===== config.mk =====
export PLATFORM = sky130hd
export DESIGN_NAME = snsw_fifo
export DESIGN_NICKNAME = d
export VERILOG_FILES = /design/src/sv/snsw_fifo.sv
export SDC_FILE = /design/constraint.sdc
export NUM_CORES = 1
export LEC_CHECK = 0
export BUFFER_PORTS_ARGS = -buffer_cell sky130_fd_sc_hd__buf_2
export CAP_MARGIN = 10
export CORE_MARGIN = 4
export CORE_UTILIZATION = 55
export CTS_BUF_LIST = sky130_fd_sc_hd__clkbuf_8
export CTS_CLUSTER_DIAMETER = 120
export DETAILED_ROUTE_END_ITERATION = 8
export PLACE_DENSITY = 0.87
export SETUP_SLACK_MARGIN = 0.2
export SYNTH_ARGS = -nofsm -noshare
export SYNTH_HDL_FRONTEND = slang
export SYNTH_SLANG_ARGS = --single-unit
export TNS_END_PERCENT = 5

===== constraint.sdc =====
create_clock -name clk_i -period 4.1 [get_ports clk_i]
set_input_delay 0.615 -clock clk_i [delete_from_list [all_inputs] [get_ports clk_i]]
set_output_delay 0.615 -clock clk_i [all_outputs]
set_load 0.03 [all_outputs]

===== src/sv/snsw_fifo.sv =====
`default_nettype none

module snsw_fifo #(
  parameter int unsigned W     = 8,
  parameter int unsigned DEPTH = 2
) (
  input  wire logic                         clk_i,
  input  wire logic                         rst_ni,
  input  wire logic                         push_i,
  input  wire logic [W-1:0]                 data_i,
  output logic                              full_o,
  input  wire logic                         pop_i,
  output logic [W-1:0]                      data_o,
  output logic                              empty_o,
  output logic [$clog2(DEPTH+1)-1:0]        count_o
);

  localparam int unsigned PTRW = (DEPTH > 2) ? $clog2(DEPTH) : 1;
  localparam int unsigned CNTW = $clog2(DEPTH+1);

  logic [W-1:0]    mem_q [DEPTH];
  logic [PTRW-1:0] wr_ptr_q, wr_ptr_d;
  logic [PTRW-1:0] rd_ptr_q, rd_ptr_d;
  logic [CNTW-1:0] count_q, count_d;
  logic            do_push, do_pop;

  assign full_o  = (count_q == CNTW'(DEPTH));
  assign empty_o = (count_q == '0);
  assign count_o = count_q;
  assign data_o  = mem_q[rd_ptr_q];
  assign do_push = push_i && !full_o;
  assign do_pop  = pop_i && !empty_o;

  // pointer and fill count update
  always_comb begin
    wr_ptr_d = wr_ptr_q;
    rd_ptr_d = rd_ptr_q;
    count_d  = count_q;
    if (do_push) begin
      wr_ptr_d = (wr_ptr_q == PTRW'(DEPTH-1)) ? '0 : wr_ptr_q + 1'b1;
    end
    if (do_pop) begin
      rd_ptr_d = (rd_ptr_q == PTRW'(DEPTH-1)) ? '0 : rd_ptr_q + 1'b1;
    end
    if (do_push && !do_pop) begin
      count_d = count_q + 1'b1;
    end else if (do_pop && !do_push) begin
      count_d = count_q - 1'b1;
    end
  end

  always_ff @(posedge clk_i or negedge rst_ni) begin
    if (!rst_ni) begin
      wr_ptr_q <= '0;
      rd_ptr_q <= '0;
      count_q  <= '0;
    end else begin
      wr_ptr_q <= wr_ptr_d;
      rd_ptr_q <= rd_ptr_d;
      count_q  <= count_d;
    end
  end

  // entry storage
  always_ff @(posedge clk_i) begin
    if (do_push) begin
      mem_q[wr_ptr_q] <= data_i;
    end
  end

endmodule

`default_nettype wire


* Word-level counts from Yosys, hierarchy flattened *
Memories as Yosys holds them, arrays and structs flattened.
Index checks and enable logic that the tools add are counted.

word-level totals
  bits of input ports = 12
  output and inout port bits = 12
  memory bits (writable) = 16
  register bits after elaboration = 4
  logic and storage cells = 25
  memories = 1

cells by class
  $add $sub $neg = 4
  reductions and logical operators = 10
  equal/unequal tests = 1
  mux-type cells = 6

memory list
  name   words  bits a word  read ports  clocked after memory_dff  wr ports  RTL line  text
  mem_q  2      8            1           0                         1         21        logic [W-1:0] mem_q [DEPTH];

operators with widths
  operator               number
  $logic_and A1 B1 Y1    4
  $logic_not A1 Y1       4
  $mux W1                4
  $mux W2                2
  $add A1 B1 Y1 const B  2
  $add A2 B1 Y2 const B  1
  $eq A2 B2 Y1 const B   1
  $logic_not A2 Y1       1
  $reduce_bool A2 Y1     1
  $sub A2 B1 Y2 const B  1

* Depth between registers and ports, before layout *
Gate-level depths: netlist of the first run.

  word-level depth = 7
  mapped depth = 7
  depth with buffers taken out = 7

* Worst setup path after synthesis of the first run *
OpenSTA, ideal clock, no wires.

  kind = reg2reg
  from = register count_q[0] (netlist: count_o[0])
  to = memory mem_q[0][0] (enable)
  cell stages (with the launch flop) = 4
  data required time = 3730 ps
  arrival time = 1243 ps
  buffers on the path = 0
  setup slack = 2486 ps
  library setup time = 370 ps
  cell sequence = dfrtp_1 > nand2b_1 > nand2_2 > nor2_1

between the ends
  cells in the longest elaborated chain, start to end = 5

RTL lines
  element                        RTL line  text
  start, declared                24        logic [CNTW-1:0] count_q, count_d;
  start signal, assigned         60        count_q <= count_d;
  $eq A2 B2 Y1                   27        assign full_o = (count_q == CNTW'(DEPTH));
  $logic_not A1 Y1               31        assign do_push = push_i && !full_o;
  $logic_and A1 B1 Y1            31
  $mux W1                        66        if (do_push) begin
  $mux W1 (not written as such)  67        mem_q[wr_ptr_q] <= data_i;
  end, declared                  21

No other way between the ends.

* Final worst setup path of the first run *
  from = register rd_ptr_q
  to = output data_o[3]

between the ends
  cells in the longest elaborated chain, start to end = 1

RTL lines
  element                 RTL line  text
  start, declared         23        logic [PTRW-1:0] rd_ptr_q, rd_ptr_d;
  start signal, assigned  59        rd_ptr_q <= rd_ptr_d;
  $mem_v2 Z2 W8           n/a
  end, declared           13        output logic [W-1:0] data_o,

No other way between the ends.

==> flow_summary.json, run 1 <==
{
  "dieHeight_um": 45.71,
  "syn-cell-area_um2": 782.0,
  "grt_use_met1_pct": 16.80,
  "numCtsBuffers": 3,
  "cts-root-buf": "clkbuf_8",
  "ys_seq_area_share_pct": 74.24,
  "clock-sinks": 20,
  "fin_crit_sh_pct": 48.26,
  "antenna_found_initial": 0,
  "hold_viol_final": 0,
  "route.detailed.drc": 0,
  "dp_hpwl_um": 854.7,
  "routedWlPerCell_um": 13.24,
  "syn_to_final_growth_pct": 22.24,
  "rr_worst_depth": 3,
  "cts_post_setup_buffers_inserted": 0,
  "status": "completed",
  "post_cts_resized": 0,
  "final_common_cell": "buf_2",
  "io_pins": 24,
  "critPathKind": "flip-flop to primary output",
  "start_util_pct": 59.35,
  "grt.overflow.total": 0,
  "clk_latency_ns": 0.25,
  "rows": 13,
  "grt_pass1_wl_um": 1807,
  "min_path_type": "input pin to async pin",
  "grt_pass1_vias": 404,
  "avgSynthCellArea_um2": 17.77,
  "cap_viol_max_count": 0,
  "multi_input_area_um2": 188.9,
  "slew_headroom_pct": 54.32,
  "crit_arrival_ns": 1.36,
  "grt_start_max_net_pins": 12,
  "core-area_um2": 1318,
  "slowest_delay_ns": 0.56,
  "layout-drive-gt1-share_pct": 42.86,
  "grt-busiest-layer": "met2",
  "worstSetupStartpointType": "flip-flop",
  "num_vias": 425,
  "die_width_um": 45.71,
  "ctsLongestPathBuffers": 2,
  "drt_iter0_markers": 10,
  "portBuffers": 23,
  "crit_chain": "mux2_1 -> buf_2",
  "grt.met3_usage_pct": 4.743,
  "fmax_mhz": 505.4,
  "final-max-slew-violation-count": 0,
  "tightest_slew_ns": 0.6826,
  "cts_tree": "built",
  "final_cell_mix": "buf_2, edfxtp_1, mux2_1",
  "critPathRequiredTime_ns": 3.48,
  "setup_viol": 0,
  "cp_max_fo": 9,
  "grt.met2_usage_pct": 20.33,
  "end_kind": "primary output",
  "diodes": 0,
  "fin_setup_tns_ns": 0,
  "via_per_inst": 5.000,
  "leakage_nw": 0.4090,
  "seq_area_um2": 580.6,
  "fin_crit_ns": 1.979,
  "firstDrtPassIters": 4,
  "detail-route-antenna-nets": 0,
  "layout.nets": 84,
  "grt_setup_unrepaired": "false",
  "routed_wl_um": 1125,
  "cp_slowest_cell": "dfrtp_1",
  "synth_nets": 57,
  "fin_skew_ns": 0.004420,
  "path_clk_slew_ns": 0.07,
  "cts_max_level": 1,
  "hold_slack_ns": 0.1618,
  "ys_warn_count": 0,
  "place_congestion": 0.6552,
  "ys_ff_latch": 20,
  "synth_cells": 44,
  "p_per_area_nw_per_um2": 794.5,
  "synth_cell_types": 15,
  "grtUsageTotal_pct": 13.12,
  "ir_drop_mv": 0.5433,
  "fill_cells": 86,
  "cts_hold_buf": 0,
  "die_area_um2": 2089,
  "p_total_uw": 759.4
}
cells by family after synthesis:
logic type               Yosys count  synth area share (%)
adder cells (fa/ha/maj)            1                 1.600
XOR/XNOR                           5                 6.561
multiplexers                       8                 11.52
flip-flops                        20                 74.24
AO/OA/AOI/OAI                      1                0.6394
AND/OR/NAND/NOR                    6                 3.841
buffers and inverters              3                 1.600
worst paths after layout:
path / from / end / slack (ns)
worst max register to register: count_o[0] / mem_q[0][4] / 2.47
min in group clk_i: count_o[1] / count_o[1] / 0.55
worst min-delay path: rst_ni / wr_ptr_q / 0.16
worst max-delay path: rd_ptr_q / data_o[3] / 2.12
max in group asynchronous: rst_ni / rd_ptr_q / 3.81
worst min register to register: count_o[1] / count_o[1] / 0.55
power by group:
group	switching, mW	leakage [nW]	internal [mW]
logic	0.195	0.187	0.112
clock network	0.0561	0.0269	0.0664
registers	0.0461	0.195	0.285
state kept, by name (all words and copies together) (netlist names):
signal,cells
count_o,2
mem_q,16
wr_ptr_q,1
rd_ptr_q,1
metrics by stage:
step	setup slack, ns	area [µm²]	util [%]	cells
2_1_floorplan	2.486	782.0	-	44
3_3_place_gp	2.402	910.9	69.14	81
3_5_place_dp	2.387	910.9	69.14	81
4_1_cts	2.112	955.9	72.55	85
5_1_grt	2.039	955.9	72.55	85
6_report	2.121	955.9	72.55	85
final cells by class:
type / instances / area share [%]
Inverter: 2 / 0.7853
Timing Repair Buffer: 23 / 12.04
Clock buffer: 3 / 4.319
Clock inverter: 1 / 0.3927
Multi-Input combinational cell: 21 / 19.76
Sequential cell: 20 / 60.73
Tap cell: 15 / 1.963
per-layer routing:
layer  vias to the layer above  part of all wire [%]
li1                        210                     -
met1                       194                    43
met2                        21                    48
met3                         0                   8.9
met4                         0                     0
met5                         -                     0
worst max-delay path: cells and delay by family, from the launching register on:
kind | cells | cell delay [ns]
mux | 1 | 0.37
buf+inv | 1 | 0.18
flops | 1 | 0.56
synthesized netlist by cell type (all sizes together):
| cell | instances | area share (%) |
|---|---|---|
| o21ai | 1 | 0.64 |
| nor2 | 3 | 1.4 |
| xor2 | 2 | 2.2 |
| mux2 | 8 | 12 |
| xnor2 | 3 | 4.3 |
| inv | 2 | 0.96 |
| dfrtp | 4 | 13 |
| buf | 1 | 0.64 |
| nand2 | 1 | 0.80 |
| nand2b | 1 | 0.80 |
| ha | 1 | 1.6 |
| and3 | 1 | 0.80 |
| edfxtp | 16 | 61 |
Note: power is estimated with default switching activity, not from simulation.
==> run 2, diff against run 1 <==
CORE_UTILIZATION = 51   (was 55)
PLACE_DENSITY = 0.81   (was 0.87)
clock period = 1.86 ns   (was 4.1 ns; I/O delays follow)
==> flow_summary.json, run 2 (synthesis gave the netlist of run 1 again) <==
{
  "numCtsBuffers": 3,
  "clock-sinks": 20,
  "multi_input_area_um2": 188.9,
  "crit_arrival_ns": 1.30,
  "die_area_um2": 2224,
  "routedWlPerCell_um": 15.44,
  "routed_wl_um": 1343,
  "cts_max_level": 1,
  "cts_tree": "built",
  "setup_viol": 0,
  "p_per_area_nw_per_um2": 1856,
  "fin_crit_sh_pct": 84.93,
  "worst_hold_path.num_cells": 1,
  "swShare_pct": 36.85,
  "via_per_inst": 5.092,
  "seq_area_um2": 581.8,
  "route.detailed.drc": 0,
  "fin_skew_ns": 0.004697,
  "diodes": 0,
  "dp.cells": 82,
  "power_frac_clock_pct": 22.5,
  "dieHeight_um": 47.16,
  "r2r-start": "count_o[0]",
  "die_width_um": 47.16,
  "antenna_found_initial": 0,
  "min_to": "mem_q[1][0]",
  "hold_viol_final": 0,
  "r2r-end": "count_o[1]",
  "layout.nets": 86,
  "path_clk_slew_ns": 0.07,
  "grt_start_max_net_pins": 13,
  "critPathRequiredTime_ns": 1.58,
  "rrSetupSlack_ns": 0.32,
  "clk_latency_ns": 0.25,
  "firstDrtPassIters": 2,
  "io_pins": 24,
  "ctsLongestPathBuffers": 2,
  "cp_max_fo": 9,
  "worstSetupStartpointType": "flip-flop",
  "cap_viol_max_count": 0,
  "grt_setup_unrepaired": "false",
  "end_kind": "primary output",
  "p_seq_share_pct": 39.6,
  "start_util_pct": 57.23,
  "grt.overflow.total": 0,
  "rr_worst_depth": 6,
  "rows": 13,
  "fmax_mhz": 633.0,
  "crit_buf_inv": 1,
  "status": "completed",
  "fin_crit_ns": 1.580,
  "crit_chain": "mux2_2 -> buf_2",
  "final_common_cell": "buf_2",
  "top_register": "mem_q",
  "place_congestion": 0.6836,
  "ir_drop_mv": 1.269,
  "core-area_um2": 1366,
  "leakage_nw": 0.4262,
  "place_ws_ns": 0.3329,
  "p_switching_uw": 684.6,
  "grt_pass1_vias": 472,
  "post-route-util_pct": 73.26,
  "pwr-share-comb_pct": 37.9,
  "cts-root-buf": "clkbuf_8",
  "min_path_type": "input pin to flip-flop",
  "portBuffers": 23,
  "stdcell_area_um2": 1001,
  "slowest_delay_ns": 0.49,
  "detail-route-antenna-nets": 0,
  "largest_reg_flops": 16,
  "fill_cells": 97,
  "drt_iter0_markers": 2,
  "critPathKind": "flip-flop to primary output",
  "placed_cell_area_um2": 918.4,
  "final_cell_mix": "buf_2, edfxtp_1, mux2_1",
  "tightest_slew_ns": 0.3808,
  "power.internal_mw": 1.173,
  "hold_start": "data_i[0]",
  "fin_setup_tns_ns": 0,
  "syn_to_final_growth_pct": 28.00,
  "cp_slowest_cell": "dfrtp_2",
  "p_total_mw": 1.858,
  "hold_slack_ns": 0.2139,
  "setup_ws_ns": 0.2803,
  "slew_headroom_pct": 74.62,
  "final-max-slew-violation-count": 0,
  "cpLargestDelayFamily": "flip-flops",
  "grt_pass1_wl_um": 2145,
  "grtUsageTotal_pct": 14.95,
  "num_vias": 443,
  "layout-drive-gt1-share_pct": 45.83,
  "final_cells": 87
}
## run 2: how the worst max path moves through the flow
stage          startpoint     endpoint  slack (ns)  depth (start not counted)
3_3_place_gp   count_o[0]   count_o[1]        0.42                          7
4_1_cts          rd_ptr_q    data_o[7]        0.27                          2
5_1_grt        count_o[0]  mem_q[0][5]        0.22                          4
6_report         rd_ptr_q    data_o[7]        0.28                          2
3_5_place_dp   count_o[0]  mem_q[0][4]        0.33                          4
2_1_floorplan  count_o[0]  mem_q[0][0]        0.25                          3
## run 2: layer usage
layer / vias up / GRT usage [%] / share of wire (%)
met5: - / 0 / 0
met4: 0 / 7.182 / 3.0
met3: 4 / 4.598 / 6.3
met2: 16 / 26.56 / 54
met1: 210 / 16.03 / 36
li1: 213 / - / -
## run 2: worst reg2reg max path: stages (launching register included)
cell	delay [ns]
dfrtp_1	0.45
nand2b_1	0.22
nand2_2	0.13
inv_1	0.05
ha_1	0.31
nor2_1	0.14
xor2_1	0.16
## run 2: power groups by stage
stage | logic, mW | clock network, mW | registers (mW)
4_1_cts | 0.714 | 0.421 | 0.739
3_3_place_gp | 0.685 | 0 | 0.731
5_1_grt | 0.755 | 0.452 | 0.754
3_5_place_dp | 0.701 | 0 | 0.742
6_report | 0.704 | 0.418 | 0.736
2_1_floorplan | 0.508 | 0 | 0.733
## run 2: layout make-up
class                      instances  area share [%]
clock buffer                       3           4.125
clock inverter                     1           3.000
sequential                        20           58.12
timing repair buffer              25           13.25
tap                               15           1.875
inverter                           2          0.7500
multi-input combinational         21           18.87
## run 2: timing repair
action | 4_1_cts | 5_1_grt
setup buffers | 0 | 0
endpoints found under the hold margin | 4 | 0
gates resized for setup | 1 | 0
setup endpoints to repair | 3 | 0
hold buffers | 1 | 0
