[src/sv/snsw_pkg.sv]
`default_nettype none

package snsw_pkg;

  // fixed field widths
  localparam int unsigned WORD_W   = 32;
  localparam int unsigned DIM_W    = 13;
  localparam int unsigned IDX_W    = 12;
  localparam int unsigned ACC_W    = 24;
  localparam int unsigned NUM_DIMS = 4;
  localparam int unsigned APB_AW   = 5;
  localparam int unsigned APB_DW   = 32;

  localparam logic [ACC_W-1:0] ACC_MAX = {ACC_W{1'b1}};

  typedef enum logic [1:0] {
    CMD_LOAD   = 2'd0,
    CMD_INDEX  = 2'd1,
    CMD_UPDATE = 2'd2,
    CMD_READ   = 2'd3
  } cmd_e;

  typedef enum logic [1:0] {
    ST_OK       = 2'd0,
    ST_RANGE    = 2'd1,
    ST_OVERFLOW = 2'd2,
    ST_SEQUENCE = 2'd3
  } status_e;

  typedef enum logic [1:0] {
    OP_NONE  = 2'd0,
    OP_WRITE = 2'd1,
    OP_READ  = 2'd2
  } op_kind_e;

  typedef enum logic [2:0] {
    REG_INDEX_DIMS  = 3'd0,
    REG_DIM_SIZE_0  = 3'd1,
    REG_DIM_SIZE_1  = 3'd2,
    REG_DIM_SIZE_2  = 3'd3,
    REG_DIM_SIZE_3  = 3'd4,
    REG_SLICE_LEN   = 3'd5,
    REG_TOTAL_WORDS = 3'd6
  } reg_idx_e;

  typedef enum logic [1:0] {
    FS_IDLE  = 2'd0,
    FS_MAC   = 2'd1,
    FS_BASE  = 2'd2,
    FS_CHECK = 2'd3
  } front_state_e;

  typedef struct packed {
    cmd_e             cmd;
    logic [WORD_W-1:0] word;
    logic [IDX_W-1:0]  index_value;
  } item_t;

  typedef struct packed {
    logic [WORD_W-1:0] out_word;
    logic              out_valid;
    status_e           status;
  } result_t;

  typedef struct packed {
    logic [2:0]                      index_dims;
    logic [NUM_DIMS-1:0][DIM_W-1:0]  dim_size;
    logic [DIM_W-1:0]                slice_len;
    logic [DIM_W-1:0]                total_words;
  } cfg_t;

  // one store operation with the status of the request that caused it
  typedef struct packed {
    op_kind_e          kind;
    logic [WORD_W-1:0] word;
    status_e           status;
  } op_t;

endpackage

`default_nettype wire

[src/sv/snsw_front.sv]
`default_nettype none

module snsw_front #(
  parameter int unsigned STORE_DEPTH = 4096,
  parameter int unsigned MAX_DIMS    = 4,
  parameter int unsigned AW          = 12
) (
  input  wire logic             clk_i,
  input  wire logic             rst_ni,
  input  wire snsw_pkg::cfg_t   cfg_i,
  input  wire snsw_pkg::item_t  item_i,
  input  wire logic             in_valid_i,
  output logic                  ready_o,
  input  wire logic             op_full_i,
  output logic                  op_push_o,
  output snsw_pkg::op_t         op_o,
  output logic [AW-1:0]         op_addr_o
);

  import snsw_pkg::*;

  localparam int unsigned PW   = (AW + 1 > DIM_W) ? AW + 1 : DIM_W;
  localparam int unsigned CW   = (MAX_DIMS > 2) ? $clog2(MAX_DIMS) : 1;
  localparam int unsigned MACW = ACC_W + DIM_W + 1;
  localparam int unsigned PRW  = ACC_W + DIM_W;

  front_state_e state_q, state_d;

  logic [PW-1:0]    load_ptr_q, load_ptr_d;
  logic [PW-1:0]    read_ptr_q, read_ptr_d;
  logic [ACC_W-1:0] accum_q, accum_d;
  logic [CW-1:0]    cnt_q, cnt_d;
  logic [PW-1:0]    base_q, base_d;
  logic [DIM_W-1:0] offset_q, offset_d;
  logic             active_q, active_d;
  status_e          terr_q, terr_d;
  logic [MACW-1:0]  mac_q, mac_d;
  logic [PRW-1:0]   prod_q, prod_d;
  status_e          st_q, st_d;

  logic             in_fire;
  logic [PW-1:0]    limit;
  logic [3:0]       k;
  logic [3:0]       cnt_eff;
  logic [3:0]       cnt_p1;
  logic             cnt_last;
  logic [DIM_W-1:0] dim_sel;
  logic             comp_bad;
  logic [ACC_W-1:0] acc_in;
  logic [PRW-1:0]   mac_prod;
  logic             load_ok, read_ok;
  logic [PW:0]      upd_addr;
  logic             upd_ok;
  logic [DIM_W:0]   offset_p1;
  logic             ovf;

  assign ready_o = (state_q == FS_IDLE) && !op_full_i;
  assign in_fire = in_valid_i && ready_o;

  // usable store size and clamped tuple length
  always_comb begin
    if (PW'(cfg_i.total_words) < PW'(STORE_DEPTH)) begin
      limit = PW'(cfg_i.total_words);
    end else begin
      limit = PW'(STORE_DEPTH);
    end
    if (cfg_i.index_dims == 3'd0) begin
      k = 4'd1;
    end else if (4'(cfg_i.index_dims) > 4'(MAX_DIMS)) begin
      k = 4'(MAX_DIMS);
    end else begin
      k = 4'(cfg_i.index_dims);
    end
  end

  // component position and dimension lookup
  always_comb begin
    cnt_eff = (4'(cnt_q) >= k) ? 4'd0 : 4'(cnt_q);
    dim_sel = '0;
    for (int j = 0; j < NUM_DIMS; j++) begin
      if (cnt_eff == 4'(j)) begin
        dim_sel = cfg_i.dim_size[j];
      end
    end
  end

  assign cnt_p1    = 4'(cnt_q) + 4'd1;
  assign cnt_last  = (cnt_p1 >= k);
  assign comp_bad  = ({1'b0, item_i.index_value} >= dim_sel);
  assign acc_in    = (cnt_eff == 4'd0) ? '0 : accum_q;
  assign mac_prod  = acc_in * dim_sel;
  assign load_ok   = (load_ptr_q < limit);
  assign read_ok   = (read_ptr_q < limit);
  assign upd_addr  = (PW+1)'(base_q) + (PW+1)'(offset_q);
  assign upd_ok    = (upd_addr < (PW+1)'(STORE_DEPTH));
  assign offset_p1 = (DIM_W+1)'(offset_q) + 1'b1;
  assign ovf       = (terr_q == ST_OK) &&
                     ((MACW'(prod_q) + MACW'(cfg_i.slice_len)) > MACW'(limit));

  // next state
  always_comb begin
    state_d = state_q;
    case (state_q)
      FS_IDLE: begin
        if (in_fire && item_i.cmd == CMD_INDEX && !active_q) begin
          state_d = FS_MAC;
        end
      end
      FS_MAC: begin
        state_d = cnt_last ? FS_BASE : FS_IDLE;
      end
      FS_BASE: begin
        state_d = FS_CHECK;
      end
      FS_CHECK: begin
        state_d = FS_IDLE;
      end
      default: begin
        state_d = FS_IDLE;
      end
    endcase
  end

  // pointer, accumulator and slice tracking
  always_comb begin
    load_ptr_d = load_ptr_q;
    read_ptr_d = read_ptr_q;
    accum_d    = accum_q;
    cnt_d      = cnt_q;
    base_d     = base_q;
    offset_d   = offset_q;
    active_d   = active_q;
    terr_d     = terr_q;
    mac_d      = mac_q;
    prod_d     = prod_q;
    st_d       = st_q;
    case (state_q)
      FS_IDLE: begin
        if (in_fire) begin
          case (item_i.cmd)
            CMD_LOAD: begin
              if (load_ok) begin
                load_ptr_d = load_ptr_q + 1'b1;
              end
            end
            CMD_INDEX: begin
              if (!active_q) begin
                cnt_d = cnt_eff[CW-1:0];
                mac_d = {1'b0, mac_prod} + MACW'(item_i.index_value);
                st_d  = comp_bad ? ST_RANGE : ST_OK;
                if (comp_bad) begin
                  terr_d = ST_RANGE;
                end else if (cnt_eff == 4'd0) begin
                  terr_d = ST_OK;
                end
              end
            end
            CMD_UPDATE: begin
              if (active_q) begin
                if (offset_p1 >= (DIM_W+1)'(cfg_i.slice_len)) begin
                  active_d = 1'b0;
                  offset_d = '0;
                end else begin
                  offset_d = offset_p1[DIM_W-1:0];
                end
              end
            end
            CMD_READ: begin
              if (read_ok) begin
                read_ptr_d = read_ptr_q + 1'b1;
              end
            end
            default: begin
            end
          endcase
        end
      end
      FS_MAC: begin
        accum_d = (mac_q > MACW'(ACC_MAX)) ? ACC_MAX : mac_q[ACC_W-1:0];
        cnt_d   = cnt_last ? '0 : cnt_p1[CW-1:0];
      end
      FS_BASE: begin
        prod_d = accum_q * cfg_i.slice_len;
      end
      FS_CHECK: begin
        if (ovf) begin
          terr_d = ST_OVERFLOW;
        end
        base_d   = (terr_q == ST_OK && !ovf) ? prod_q[PW-1:0] : '0;
        offset_d = '0;
        active_d = (cfg_i.slice_len != '0);
      end
      default: begin
      end
    endcase
  end

  // store operation handed to the back end
  always_comb begin
    op_push_o   = 1'b0;
    op_o.kind   = OP_NONE;
    op_o.word   = item_i.word;
    op_o.status = ST_OK;
    op_addr_o   = '0;
    case (state_q)
      FS_IDLE: begin
        if (in_fire) begin
          case (item_i.cmd)
            CMD_LOAD: begin
              op_push_o = 1'b1;
              if (load_ok) begin
                op_o.kind = OP_WRITE;
                op_addr_o = load_ptr_q[AW-1:0];
              end else begin
                op_o.status = ST_OVERFLOW;
              end
            end
            CMD_INDEX: begin
              if (active_q) begin
                op_push_o   = 1'b1;
                op_o.status = ST_SEQUENCE;
              end
            end
            CMD_UPDATE: begin
              op_push_o = 1'b1;
              if (!active_q) begin
                op_o.status = ST_SEQUENCE;
              end else if (terr_q != ST_OK) begin
                op_o.status = terr_q;
              end else if (upd_ok) begin
                op_o.kind = OP_WRITE;
                op_addr_o = upd_addr[AW-1:0];
              end
            end
            CMD_READ: begin
              op_push_o = 1'b1;
              if (read_ok) begin
                op_o.kind = OP_READ;
                op_addr_o = read_ptr_q[AW-1:0];
              end else begin
                op_o.status = ST_SEQUENCE;
              end
            end
            default: begin
            end
          endcase
        end
      end
      FS_MAC: begin
        if (!cnt_last) begin
          op_push_o   = 1'b1;
          op_o.status = st_q;
        end
      end
      FS_CHECK: begin
        op_push_o   = 1'b1;
        op_o.status = ovf ? ST_OVERFLOW : st_q;
      end
      default: begin
      end
    endcase
  end

  always_ff @(posedge clk_i or negedge rst_ni) begin
    if (!rst_ni) begin
      state_q    <= FS_IDLE;
      load_ptr_q <= '0;
      read_ptr_q <= '0;
      accum_q    <= '0;
      cnt_q      <= '0;
      base_q     <= '0;
      offset_q   <= '0;
      active_q   <= 1'b0;
      terr_q     <= ST_OK;
    end else begin
      state_q    <= state_d;
      load_ptr_q <= load_ptr_d;
      read_ptr_q <= read_ptr_d;
      accum_q    <= accum_d;
      cnt_q      <= cnt_d;
      base_q     <= base_d;
      offset_q   <= offset_d;
      active_q   <= active_d;
      terr_q     <= terr_d;
    end
  end

  // multiply results and per-component status
  always_ff @(posedge clk_i) begin
    mac_q  <= mac_d;
    prod_q <= prod_d;
    st_q   <= st_d;
  end

endmodule

`default_nettype wire

[config.mk]
export PLATFORM = sky130hd
export DESIGN_NAME = snsw_front
export DESIGN_NICKNAME = d
export VERILOG_FILES = /design/src/sv/snsw_pkg.sv /design/src/sv/snsw_front.sv
export SDC_FILE = /design/constraint.sdc
export NUM_CORES = 2
export LEC_CHECK = 0
export ABC_AREA = 0
export BUFFER_PORTS_ARGS = -buffer_cell sky130_fd_sc_hd__clkbuf_2
export CORE_MARGIN = 1.5
export CORE_UTILIZATION = 59
export CTS_CLUSTER_DIAMETER = 100
export CTS_CLUSTER_SIZE = 24
export DETAILED_ROUTE_END_ITERATION = 12
export PLACE_DENSITY = 0.78
export SYNTH_ARGS = -nofsm -noshare
export SYNTH_HDL_FRONTEND = slang
export SYNTH_SLANG_ARGS = --single-unit
[constraint.sdc]
create_clock -name clk_i -period 15.9 [get_ports clk_i]
set_input_delay 3.975 -clock clk_i [delete_from_list [all_inputs] [get_ports clk_i]]
set_output_delay 3.975 -clock clk_i [all_outputs]
set_load 0.1 [all_outputs]
Word-level counts from Yosys, hierarchy flattened
Cells that the tools add are included.
- mux-type cells: 68
- reductions and logical operators: 26
- bitwise gates (word level): 1
- magnitude comparators: 11
- add/subtract/negate cells: 7
- eq/ne operators: 17
- multiply operators: 2
- operators by type and width (cell ; count):
    13-bit 2-to-1 mux ; 10
    12-bit 2-to-1 mux ; 7
    24-bit by 13-bit multiplier with 37-bit output ; 2
    2-bit 2-to-1 mux ; 24
    24-bit 2-to-1 mux ; 2
    37-bit by 12-bit adder with 38-bit output ; 1
    37-bit by 13-bit adder with 38-bit output ; 1
    38-bit by 13-bit greater-than comparator with 1-bit output ; 1
    38-bit by 24-bit greater-than comparator with 1-bit output, second input constant ; 1
    12-bit one-hot mux with 3 select lines ; 1
    13-bit by 1-bit adder with 13-bit output, second input constant ; 2
    13-bit < comparator ; 2
    13-bit one-hot mux with 2 select lines ; 1
    4-bit AND reduction ; 5
    2-bit one-hot mux with 4 select lines ; 2
    13-bit by 1-bit adder with 14-bit output, second input constant ; 1
    13-bit by 13-bit adder with 14-bit output ; 1
    14-bit by 13-bit >= comparator with 1-bit output ; 1
    14-bit by 13-bit < comparator with 1-bit output, second input constant ; 1
    12-bit by 13-bit >= comparator with 1-bit output ; 1
    13-bit < comparator, second input constant ; 1
    13-bit nonzero test ; 1
    2-bit equality test, second input constant ; 6
    1-bit 2-to-1 mux ; 12
    other kinds (23) ; 45
- output and inout bits: 50
- word-level logic and storage cells: 144
- input port bits: 131
- register bits after elaboration: 160

Longest topological paths before layout
- word-level depth: 16
- depth in mapped cells: 37
- depth with buffers taken out: 34

Least setup slack after synthesis
Ideal clock, no wire load.
- path type: in2out
- start: in cfg_i[13] in the netlist's numbering
- end: out op_o[1] in the netlist's numbering
- required time: 11.925 ns
- cell stages on the path: 20
- arrival time: 8.500 ns
- buffers on the path: 1
- path slack: 3.425 ns
- path through: ha_1 fa_1 a211oi_2 o21bai_1 a21oi_2 o21ai_1 a31oi_1 xnor2_1 ha_1 nand3_1 nor4_1 a21oi_1 o31ai_1 nand4_1 nor3_1 nand4_1 nor4_2 and2_4 buf_6 o41ai_2
- RTL lines (what ; RTL line ; text):
    from (decl) ; snsw_front.sv:10 ; input wire snsw_pkg::cfg_t cfg_i,
    to (decl) ; snsw_front.sv:16 ; output snsw_pkg::op_t op_o,

==> results by group <==
STA
  – Post-route fraction of the period consumed by the critical path: 0.829
  – RSZ-0062 raised after global routing: false
  – Transition time at the pin with the least slew margin: ~1.3 ns
  – Setup skew after layout: between 0.02 and 0.025 ns
  – Highest clock frequency the design can meet: around 0.076 GHz
  – Time the worst path needs with I/O delays and setup: between 10 and 15 ns
  – Setup tns final: 0 ns
  – Worst slew margin relative to its limit: 0.126
  – Hold Vio Cnt, Final: 0
  – Number of failing setup endpoints in the final timing report: 0
  – Number of slew-limit violations in the final report: 0

Routing
  – Mean number of vias per cell: 6.01
  – Post-detailed-route DRC marker count: 0
  – Wire per inst: ~21 um
  – First-pass detailed-route iteration total: 6
  – Vias post-DR: 23700
  – WL final: a little over 80 mm
  – Detailed router's first-iteration violation count: around 1900
  – Final ANT Viol Nets: 0

Worst setup path
  – Library cell appearing most often on the critical path: sky130_fd_sc_hd__o21a_1
  – End of the worst register-to-register path: mac_q[30]
  – Critical path data arrival time: slightly above 9 ns
  – Element type at the critical path end: output port
  – Slack of the worst reg-to-reg path: roughly 5.9 ns
  – Crit-path max FO: 27
  – R2R depth: 27
  – Longest individual stage delay on the worst path: ~0.58 ns
  – Type of the worst setup path: in -> out
  – Slowest stage cell on the critical path: sky130_fd_sc_hd__nor4_2
  – Startpoint Class: primary input
  – Data required time at the worst endpoint: roughly 12 ns
  – Cell breakdown of the critical path: clkbuf_2 -> ha_1 -> o21a_1 -> o21a_1 -> a21oi_2 -> o21ai_0 -> o21a_1 -> nor2_1 -> xnor2_1 -> ha_1 -> a21o_1 -> a21oi_1 -> o211ai_1 -> o31ai_1 -> nand4_1 -> nor3_1 -> nand4_1 -> nor4_2 -> and2_4 -> o41ai_2 -> clkbuf_2
  – Worst r2r src: cnt_q[0]

Place
  – Global placement routability congestion: just over 1
  – Total half-perimeter wirelength after legalization and detailed placement: approximately 66 mm
  – Instance area after placement: 0.0308 mm^2
  – Number of buffers added on ports: between 100 and 150

Hold path
  – Worst min-delay path startpoint: mac_q[20]
  – Tightest Hold Check Type: reg -> reg
  – Number of cells on the worst hold path: 1
  – End of the worst hold path: accum_q[20]

Global route
  – Number of global-route vias before repair: ~25000
  – Pin count of the biggest net entering global routing: around 80
  – Wire length of the first global-routing pass: 133 mm
  – GRT Resource Usage Total: 0.327
  – Sum of overflow across all layers after global routing: 0
  – Initial antenna violation count: 3

Clock tree
  – Library cell used as clock root buffer: sky130_fd_sc_hd__clkbuf_16
  – Hold_buf cts: 0
  – CTS tree: yes
  – Latest clock arrival within the worst-skew pair: around 0.47 ns
  – Setup Fix Bufs, Post-CTS: 0
  – Post-cts sizing count: 0
  – Number of buffers between clock root and the deepest sink: 2
  – Clk pin slew, worst setup/hold paths: around 0.060 ns
  – CTS H-tree lvls: 4
  – CTS Buf Count: 17
  – Clock sink count: ~160

Synth
  – Syn_nets: ~4200
  – Most used DFF post-synth: sky130_fd_sc_hd__dfrtp_1
  – Mean cell area of the mapped netlist: between 9 and 10 um^2
  – Post-synthesis sequential area ratio: 0.145
  – Proportion of synthesized flip-flops having asynchronous set or reset: 0.522
  – FF+latch count, synth: 159
  – Post-synthesis instance area: about 0.030 mm^2
  – Synth Warn #: 0
  – Count of cell types in the netlist: between 80 and 90
  – Count of flip-flops with a built-in enable after synthesis: 76
  – Synthesized instance count: 3287

Floorplan
  – Floorplan core area: around 0.050 mm^2
  – Die span in y: ~230 um
  – # IOs: about 180
  – Die outline area: around 0.052 mm^2
  – Width of the die: around 230 um
  – Number of placement rows: 82
  – Initial standard-cell utilization of the core: 0.599

Cells and area
  – Fillers: roughly 4200
  – Seq. cell area: between 0.004 and 0.005 mm^2
  – Area of the multi-input gates: between 0.02 and 0.025 mm^2
  – Post-synthesis to final-layout area growth: 4.57%
  – Layout cells sized above 1: 0.0675
  – Final instance area: 0.0314 mm^2
  – Net total in the final layout: between 4000 and 5000

Status
  – Run status: completed

Flow run
  – Reported max-cap violation count: 0
## per-stage QoR
stage               worst slack, ns  hold WS [ns]   util  std cells
CTS                            2.72         0.452  0.626       3945
finish                         2.72         0.453  0.626       3946
global placement               2.95         0.439  0.614       3913
floorplan                      3.43         0.436      -       3287
global route                   2.35         0.474  0.626       3945
detailed placement             2.75         0.443  0.614       3913
## sequential cells by signal, indices dropped and copies added (netlist names), named ones only
signal,flops
accum_q,24
active_q,1
base_q,13
cnt_q,2
load_ptr_q,13
mac_q,38
offset_q,13
prod_q,37
read_ptr_q,13
st_q,1
state_q,1
terr_q,2
## worst max-delay path: cells and delay by family
family | cells | cell delay [ns]
fa+ha+maj | 2 | 0.68
simple gates | 6 | 1.48
compound gates | 10 | 1.98
xor+xnor | 1 | 0.15
buf+inv | 2 | 0.93
## synth_stat cells (7+ instances only)
cell	count	area [um^2]
sky130_fd_sc_hd__a211o_1	7	61.3
sky130_fd_sc_hd__a211oi_1	10	75.1
sky130_fd_sc_hd__a21o_1	54	405
sky130_fd_sc_hd__a21oi_1	105	526
sky130_fd_sc_hd__a221o_1	10	100
sky130_fd_sc_hd__a222oi_1	12	120
sky130_fd_sc_hd__a31oi_1	9	56.3
sky130_fd_sc_hd__a32o_1	22	220
sky130_fd_sc_hd__and2_1	149	932
sky130_fd_sc_hd__and3_1	19	119
sky130_fd_sc_hd__and4_1	9	78.8
sky130_fd_sc_hd__buf_4	32	240
sky130_fd_sc_hd__clkbuf_1	137	514
sky130_fd_sc_hd__dfrtp_1	83	2080
sky130_fd_sc_hd__edfxtp_1	76	2280
sky130_fd_sc_hd__fa_1	495	9910
sky130_fd_sc_hd__ha_1	296	3700
sky130_fd_sc_hd__inv_1	498	1870
sky130_fd_sc_hd__mux2_2	15	169
sky130_fd_sc_hd__nand2_1	474	1780
sky130_fd_sc_hd__nand2b_1	24	150
sky130_fd_sc_hd__nand3_1	66	330
sky130_fd_sc_hd__nand4_1	33	206
sky130_fd_sc_hd__nor2_1	234	878
sky130_fd_sc_hd__nor2b_1	10	62.6
sky130_fd_sc_hd__nor3_1	21	105
sky130_fd_sc_hd__nor4_1	12	75.1
sky130_fd_sc_hd__o211ai_1	7	52.6
sky130_fd_sc_hd__o21a_1	25	188
sky130_fd_sc_hd__o21ai_0	46	230
sky130_fd_sc_hd__o21ai_1	9	45.0
sky130_fd_sc_hd__o21bai_1	20	150
sky130_fd_sc_hd__o22a_1	24	210
sky130_fd_sc_hd__xnor2_1	74	648
sky130_fd_sc_hd__xor2_1	45	394
## cell families after synthesis
| group | Yosys count | synth area share |
|---|---|---|
| compound gates | 434 | 0.105 |
| xor+xnor | 119 | 0.0347 |
| fa+ha+maj | 791 | 0.453 |
| buf+inv | 685 | 0.0903 |
| flops | 159 | 0.145 |
| mux | 16 | 0.00596 |
| simple gates | 1083 | 0.165 |
## cells in the final DEF, fill, tap and decap left out, drive strengths merged, types with 7 or more instances in the layout
cell,n
inv,503
fa,495
nand2,474
ha,296
nor2,234
and2,150
clkbuf,133
a21oi,108
dfrtp,83
edfxtp,76
xnor2,74
nand3,67
o21ai,56
a21o,54
xor2,45
nand4,33
o21a,25
nand2b,24
o22a,24
a32o,22
nor3,22
buf,21
o21bai,20
and3,19
mux2,15
a211oi,15
nor4,13
a222oi,12
a31oi,11
a221o,10
nor2b,10
clkinv,10
and4,9
or2,8
a221oi,8
o211ai,7
a211o,7
## cell type report
cell class	count	share of cell area
inverter	503	0.0601
tap	672	0.0268
multi-input combinational	2443	0.732
antenna	1	0.0000797
clock buffer	18	0.0140
sequential	159	0.139
timing repair buffer	136	0.0233
clock inverter	14	0.00486
## worst max path at each step
stage,start,slack (ns),endpoint,cells after the start
finish,cfg_i[17],2.72,op_o[1],21
global route,cfg_i[14],2.35,op_o[0],21
CTS,cfg_i[14],2.72,op_o[1],21
detailed placement,cfg_i[14],2.75,op_o[1],21
global placement,cfg_i[13],2.95,op_o[1],20
floorplan,cfg_i[13],3.43,op_o[1],20
## layer usage
layer | up-vias | GRT usage | routed length [um]
li1 | 10500 | - | -
met1 | 11800 | 0.420 | 32700
met2 | 1123 | 0.529 | 38500
met3 | 210 | 0.0751 | 7710
met4 | 2 | 0.143 | 3580
met5 | - | 0 | 10
Power is left out: the tool's default activity adds up to more than one toggle a clock period on the data nets, which glitch-free logic cannot reach.
